[src/mwpm_pkg.sv]
`default_nettype none

package mwpm_pkg;

	localparam int WINDOW_BITS   = 24;
	localparam int TABLE_ENTRIES = 16;

	localparam int ACT_W   = 2;
	localparam int IDX_W   = 4;
	localparam int PAT_W   = 24;
	localparam int ID_W    = 16;
	localparam int CNT_W   = 21;
	localparam int POS_W   = 20;

	localparam int S_DATA_W = 72;
	localparam int M_DATA_W = 40;

	localparam logic [CNT_W-1:0] CNT_MAX = {CNT_W{1'b1}};
	localparam logic [CNT_W-1:0] POS_MAX = CNT_W'({POS_W{1'b1}});

	typedef enum logic [ACT_W-1:0] {
		ACT_LOAD  = 2'd0,
		ACT_BIT   = 2'd1,
		ACT_START = 2'd2
	} act_t;

	typedef logic [WINDOW_BITS-1:0] win_t;

	// table write into one cell
	typedef struct packed {
		logic          we;
		logic          used;
		win_t          value;
		win_t          mask;
		logic [ID_W-1:0] id;
	} load_t;

	// ordered result selection travelling down the chain
	typedef struct packed {
		logic          taken;
		logic [ID_W-1:0] id;
		logic          last;
	} link_t;

	function automatic win_t fit_pattern(input logic [PAT_W-1:0] p);
		logic [63:0] e;
		e = 64'(p);
		return e[WINDOW_BITS-1:0];
	endfunction

endpackage

`default_nettype wire

[src/mwpm_seq.sv]
`default_nettype none

module mwpm_seq (
	input  wire logic                        clk,
	input  wire logic                        arst_n,
	input  wire logic                        bit_en,
	input  wire logic                        start_en,
	input  wire logic                        seq_bit,
	output mwpm_pkg::win_t                   window_next,
	output logic                             full_next,
	output logic [mwpm_pkg::POS_W-1:0]       position
);

	mwpm_pkg::win_t                  window_q;
	logic [mwpm_pkg::CNT_W-1:0]      cnt_q;
	logic [mwpm_pkg::CNT_W-1:0]      cnt_next;
	logic [mwpm_pkg::CNT_W-1:0]      diff;
	logic [mwpm_pkg::POS_W-1:0]      pos_next;
	logic [mwpm_pkg::POS_W-1:0]      pos_q;

	always_comb begin
		window_next = {seq_bit, window_q[mwpm_pkg::WINDOW_BITS-1:1]};
		cnt_next    = (cnt_q == mwpm_pkg::CNT_MAX) ? cnt_q : cnt_q + 1'b1;
		full_next   = cnt_next >= mwpm_pkg::CNT_W'(mwpm_pkg::WINDOW_BITS);
		diff        = cnt_next - mwpm_pkg::CNT_W'(mwpm_pkg::WINDOW_BITS);
		pos_next    = (diff > mwpm_pkg::POS_MAX) ? mwpm_pkg::POS_MAX[mwpm_pkg::POS_W-1:0]
		                                         : diff[mwpm_pkg::POS_W-1:0];
	end

	always_ff @(posedge clk or negedge arst_n) begin
		if (!arst_n) begin
			window_q <= '0;
			cnt_q    <= '0;
		end else if (start_en) begin
			window_q <= '0;
			cnt_q    <= '0;
		end else if (bit_en) begin
			window_q <= window_next;
			cnt_q    <= cnt_next;
		end
	end

	always_ff @(posedge clk) begin
		if (bit_en) begin
			pos_q <= pos_next;
		end
	end

	assign position = pos_q;

endmodule

`default_nettype wire

[src/mwpm_cell.sv]
`default_nettype none

module mwpm_cell (
	input  wire logic            clk,
	input  wire logic            arst_n,
	input  wire mwpm_pkg::load_t load,
	input  wire logic            cmp_en,
	input  wire mwpm_pkg::win_t  window,
	input  wire logic            pop,
	input  wire mwpm_pkg::link_t fwd_in,
	output mwpm_pkg::link_t      fwd_out,
	input  wire logic            later_in,
	output logic                 later_out
);

	mwpm_pkg::win_t                 value_q;
	mwpm_pkg::win_t                 mask_q;
	logic [mwpm_pkg::ID_W-1:0]      id_q;
	logic                           used_q;
	logic                           hit_q;
	logic                           sel;

	always_ff @(posedge clk) begin
		if (load.we) begin
			value_q <= load.value & load.mask;
			mask_q  <= load.mask;
			id_q    <= load.id;
		end
	end

	always_ff @(posedge clk or negedge arst_n) begin
		if (!arst_n) begin
			used_q <= 1'b0;
			hit_q  <= 1'b0;
		end else begin
			if (load.we) begin
				used_q <= load.used;
			end
			if (cmp_en) begin
				hit_q <= used_q && ((window & mask_q) == value_q);
			end else if (pop && sel) begin
				hit_q <= 1'b0;
			end
		end
	end

	// first pending hit in table order owns the output
	assign sel = hit_q && !fwd_in.taken;

	always_comb begin
		fwd_out.taken = fwd_in.taken | hit_q;
		fwd_out.id    = fwd_in.id | (sel ? id_q : '0);
		fwd_out.last  = fwd_in.last | (sel && !later_in);
		later_out     = later_in | hit_q;
	end

endmodule

`default_nettype wire

[src/masked_window_pattern_matcher_unit.sv]
// latency: a sequence bit transfer gives its first result on the next cycle
// throughput: one item per cycle; a bit with k matches holds off input until all k
// are taken, one result per cycle (m_tready high) from the cell chain in table order
// reset: arst_n clears window, bit count, entry used flags and pending hits;
// entry contents are undefined until loaded
`default_nettype none

module masked_window_pattern_matcher_unit (
	input  wire logic                           clk,
	input  wire logic                           arst_n,
	input  wire logic                           s_tvalid,
	output logic                                s_tready,
	// entry_index, entry_valid, pattern_value, pattern_mask, pattern_id, seq_bit
	input  wire logic [mwpm_pkg::S_DATA_W-1:0]  s_tdata,
	// action
	input  wire logic [mwpm_pkg::ACT_W-1:0]     s_tuser,
	output logic                                m_tvalid,
	input  wire logic                           m_tready,
	// position, match_id
	output logic [mwpm_pkg::M_DATA_W-1:0]       m_tdata,
	output logic                                m_tlast
);

	localparam int N = mwpm_pkg::TABLE_ENTRIES;

	mwpm_pkg::act_t                 action;
	logic                           accept;
	logic                           bit_en;
	logic                           start_en;
	logic                           load_en;
	logic                           cmp_en;
	logic                           pop;
	mwpm_pkg::win_t                 window_next;
	logic                           full_next;
	logic [mwpm_pkg::POS_W-1:0]     position;
	logic [mwpm_pkg::IDX_W-1:0]     entry_index;
	mwpm_pkg::load_t                load_base;
	mwpm_pkg::load_t                load [N];
	mwpm_pkg::link_t                fwd [N+1];
	logic                           later [N+1];

	assign action      = mwpm_pkg::act_t'(s_tuser);
	assign s_tready    = !m_tvalid;
	assign accept      = s_tvalid && s_tready;
	assign bit_en      = accept && (action == mwpm_pkg::ACT_BIT);
	assign start_en    = accept && (action == mwpm_pkg::ACT_START);
	assign load_en     = accept && (action == mwpm_pkg::ACT_LOAD);
	assign cmp_en      = bit_en && full_next;
	assign pop         = m_tvalid && m_tready;
	assign entry_index = s_tdata[3:0];

	always_comb begin
		load_base.we    = 1'b0;
		load_base.used  = s_tdata[4];
		load_base.value = mwpm_pkg::fit_pattern(s_tdata[28:5]);
		load_base.mask  = mwpm_pkg::fit_pattern(s_tdata[52:29]);
		load_base.id    = s_tdata[68:53];
	end

	mwpm_seq u_seq (
		.clk         (clk),
		.arst_n      (arst_n),
		.bit_en      (bit_en),
		.start_en    (start_en),
		.seq_bit     (s_tdata[69]),
		.window_next (window_next),
		.full_next   (full_next),
		.position    (position)
	);

	assign fwd[0]   = '0;
	assign later[N] = 1'b0;

	for (genvar i = 0; i < N; i++) begin : g_cell
		always_comb begin
			load[i]    = load_base;
			load[i].we = load_en && (32'(entry_index) == 32'(i));
		end

		mwpm_cell u_cell (
			.clk       (clk),
			.arst_n    (arst_n),
			.load      (load[i]),
			.cmp_en    (cmp_en),
			.window    (window_next),
			.pop       (pop),
			.fwd_in    (fwd[i]),
			.fwd_out   (fwd[i+1]),
			.later_in  (later[i+1]),
			.later_out (later[i])
		);
	end

	assign m_tvalid = fwd[N].taken;
	assign m_tlast  = fwd[N].last;
	assign m_tdata  = {(mwpm_pkg::M_DATA_W - mwpm_pkg::POS_W - mwpm_pkg::ID_W)'(0),
	                   fwd[N].id, position};

endmodule

`default_nettype wire

[config.mk]
export PLATFORM = sky130hd
export DESIGN_NAME = masked_window_pattern_matcher_unit
export DESIGN_NICKNAME = d
export VERILOG_FILES = /design/src/mwpm_pkg.sv /design/src/mwpm_seq.sv /design/src/mwpm_cell.sv /design/src/masked_window_pattern_matcher_unit.sv
export SDC_FILE = /design/constraint.sdc
export NUM_CORES = 1
export LEC_CHECK = 0
export BUFFER_PORTS_ARGS = -buffer_cell sky130_fd_sc_hd__buf_2
export CORE_ASPECT_RATIO = 2
export CORE_UTILIZATION = 44
export CTS_BUF_LIST = sky130_fd_sc_hd__clkbuf_16
export CTS_CLUSTER_SIZE = 20
export DETAILED_ROUTE_END_ITERATION = 8
export SYNTH_ARGS = -nofsm -noshare
export SYNTH_HDL_FRONTEND = slang
export SYNTH_SLANG_ARGS = --single-unit
export TNS_END_PERCENT = 10
[constraint.sdc]
create_clock -name clk -period 12 [get_ports clk]
set_input_delay 0.6 -clock clk [delete_from_list [all_inputs] [get_ports clk]]
set_output_delay 0.6 -clock clk [all_outputs]
set_load 0.02 [all_outputs]
==> metrics <==
status=finished clean; Tot GR Track Use=24.6%; Total Nets Final=3,087; Synth Register Bits=1,120; DIE AREA=101,000 um2; drt first-iter violations=roughly 2,000; worst min path class=input pin to flip-flop; Synth area leaders=edfxtp_1, xnor2_1, dfrtp_1; fraction of layout cells with a size suffix above 1=12.5%; Comb pwr share=under 10%; total routed wirelength=122,000 um; clk sinks=1,120; Sw Share=a little over a fifth; critical path arrival=5.87 ns; final setup violation count=0; Max Slew Vio Count=0; fin area=49,500 um2; TritonCTS clock tree=yes; CTS H-tree depth=3; min Tclk post-route=5.28 ns; Yosys top cell area share=a little under three quarters; EDFF count, synth=1,044; skew final=about 0.026 ns; Worst-Skew Late Latency=about 0.71 ns; Die W=225 um; cell taking the most area after synthesis=edfxtp_1; Net Sw Power=1.61 mW; Synth cell types=86; Slew @ Worst Pin=1.38 ns; multi-input logic area=10,200 um2; Die Ht=448 um; Post-DP Area=46,300 um2; Post-Syn Area=43,800 um2; worst vdd ir=around 130 uV; Final Hold Viols=0; ANT nets after route=0; antenna violations before repair=3; ys flop type=edfxtp_1; detailed-route DRC error count=0; Vias/cell=~5.6; Root Buffer=clkbuf_16; clock slew at reported path FFs=0.07 ns; syn_area_per_cell=15.4 um2; Critical Path End Type=flip-flop; Sequential Area=33,300 um2; commonest cells after routing, fill and taps aside=edfxtp_1, nand2_1, xnor2_1, xor2_1, buf_2; post-synthesis sequential area ratio=75.9%; # rows=163; WL per Instance=27.7 um; f_max=0.189 GHz; Lkg Pwr=about 15 nW; Max-Cap Viols=0; vias in the first global route=24,909; GR Overflow Total=0; clock share of power=41.3%; most common cell after layout, fill and taps aside=edfxtp_1; GP Congestion=0.850; Sum Neg Setup Slack=0 ns; Max Root-Sink Buffers=3; CTS Buf Count=95; cell count after synthesis=2,839; initial core utilization=44.4%; Fin Hold WS=0.212 ns; P&R area growth vs syn=12.8%; I/O Buffers=between 100 and 150; Ys Warns=0; RSZ-0062 raised after global routing=no; CORE AREA=just under 100,000 um2; 1st-pass router iterations=6; Slew headroom=under 10%; largest net degree at the start of global routing=66; vias=24,533; Power Density=156 nW/um2; ys async rst share=6.79%; Flop pwr share=a little under three fifths; Pint=slightly above 6 mW; Worst EP required=12.59 ns; Setup Buffers After CTS=0; # fillers=8,332; Ports=121; CP Launch Type=flip-flop; fin crit share=44.0%; crit path max fanout=35; setup ws final=6.72 ns; first-pass GRT wire length=173,000 um; Setup WS pre-CTS=6.68 ns; WS Path Type=flip-flop to flip-flop; Detailed Place HPWL=76,300 um
-- stage by stage --
stage,utilization (%),std cells,total power [mW]
6_report,50.1,4405,7.71
4_1_cts,50.1,4404,7.77
2_1_floorplan,-,2842,4.47
3_5_place_dp,46.9,4228,4.62
5_1_grt,50.1,4405,7.91
3_3_place_gp,46.9,4228,4.61
-- final cells by class --
cell class / count / area share, %
clock inverter: 78 / 1.55
sequential: 1120 / 67.2
inverter: 12 / 0.0911
tap: 1320 / 3.34
multi-input combinational: 1591 / 20.6
clock buffer: 97 / 4.91
antenna: 1 / 0.00506
timing repair buffer: 186 / 2.26
-- per-layer routing --
layer  global-route usage (%)  share of wire [%]  routed length [um]  vias up
met3                     3.20                4.8                5840      221
met4                     11.3                4.4                5410        4
li1                         -                  -                   -    10860
met5                        0              0.022                  27        -
met2                     47.4                 56               68200      823
met1                     26.2                 35               42700    12625
-- state kept, by name, summed over array words and instances (netlist names) --
register and cells:
u_seq.position 20, g_cell.u_cell.mask_q 384, g_cell.u_cell.id_q 256, g_cell.u_cell.hit_q 16, g_cell.u_cell.value_q 384, g_cell.u_cell.used_q 16
u_seq.window_q 23, u_seq.cnt_q 21
-- power by group through the flow --
stage	logic, mW	registers (mW)	clock network [mW]
final	0.208	4.32	3.19
after global routing	0.217	4.32	3.37
after CTS	0.211	4.32	3.24
after detailed placement	0.210	4.41	0
after global placement	0.204	4.40	0
after floorplan	0.0744	4.40	0
-- what timing repair did --
action                                 CTS  global route
gates resized for setup                  0             0
setup endpoints to repair                0             0
hold buffers                             1             0
endpoints found under the hold margin   35             0
-- path summary, 6_finish.rpt --
kind	from	end	slack (ns)	depth (start not counted)
max in group asynchronous	arst_n	g_cell[11].u_cell.used_q	10.34	3
hold / removal	s_tuser[0]	u_seq.cnt_q[20]	0.21	3
setup reg to reg	g_cell[1].u_cell.hit_q	g_cell[8].u_cell.used_q	6.72	9
min in group asynchronous	arst_n	g_cell[3].u_cell.used_q	0.47	2
setup / recovery	g_cell[1].u_cell.hit_q	g_cell[8].u_cell.used_q	6.72	9
hold reg to reg	g_cell[10].u_cell.used_q	g_cell[10].u_cell.used_q	0.51	1
-- worst max-delay path: stages (launching register included) --
cell and delay, ns:
dfrtp_1 0.75, or4_1 0.80, nor4_2 0.42, nand2_1 0.32, nor4b_2 0.38, nor2b_1 0.23
nand2b_1 0.28, nor2_4 0.96, buf_4 0.61, mux2_2 0.40
-- cells in the mapped netlist (16+ instances only) --
cell type and instances:
nor3_1 44, buf_2 21, a222oi_1 16, nor4_1 52, xnor2_1 254, o21ai_0 41
edfxtp_1 1044, xor2_1 155, dfrtp_1 76, clkbuf_1 86, nand4_1 60, a22oi_1 48
nand3_1 70, a221oi_1 32, mux2_2 16, a22o_1 28, and3_1 25, and2_1 31
nand2_1 501, nor2_1 58
-- logic make-up (layout without fill, tap and decap cells) --
logic type      count (synthesis)  count (layout)  share of synthesized area [%]
buf+inv                       131             373                           1.26
flops                        1120            1120                           75.9
other cells                     1               5                        0.00855
xor+xnor                      410             410                           8.21
mux                            20              20                          0.531
simple gates                  905             905                           9.72
fa+ha+maj                       3               3                         0.0856
compound gates                249             249                           4.33
No activity file was read; power rests on OpenSTA's default activity.
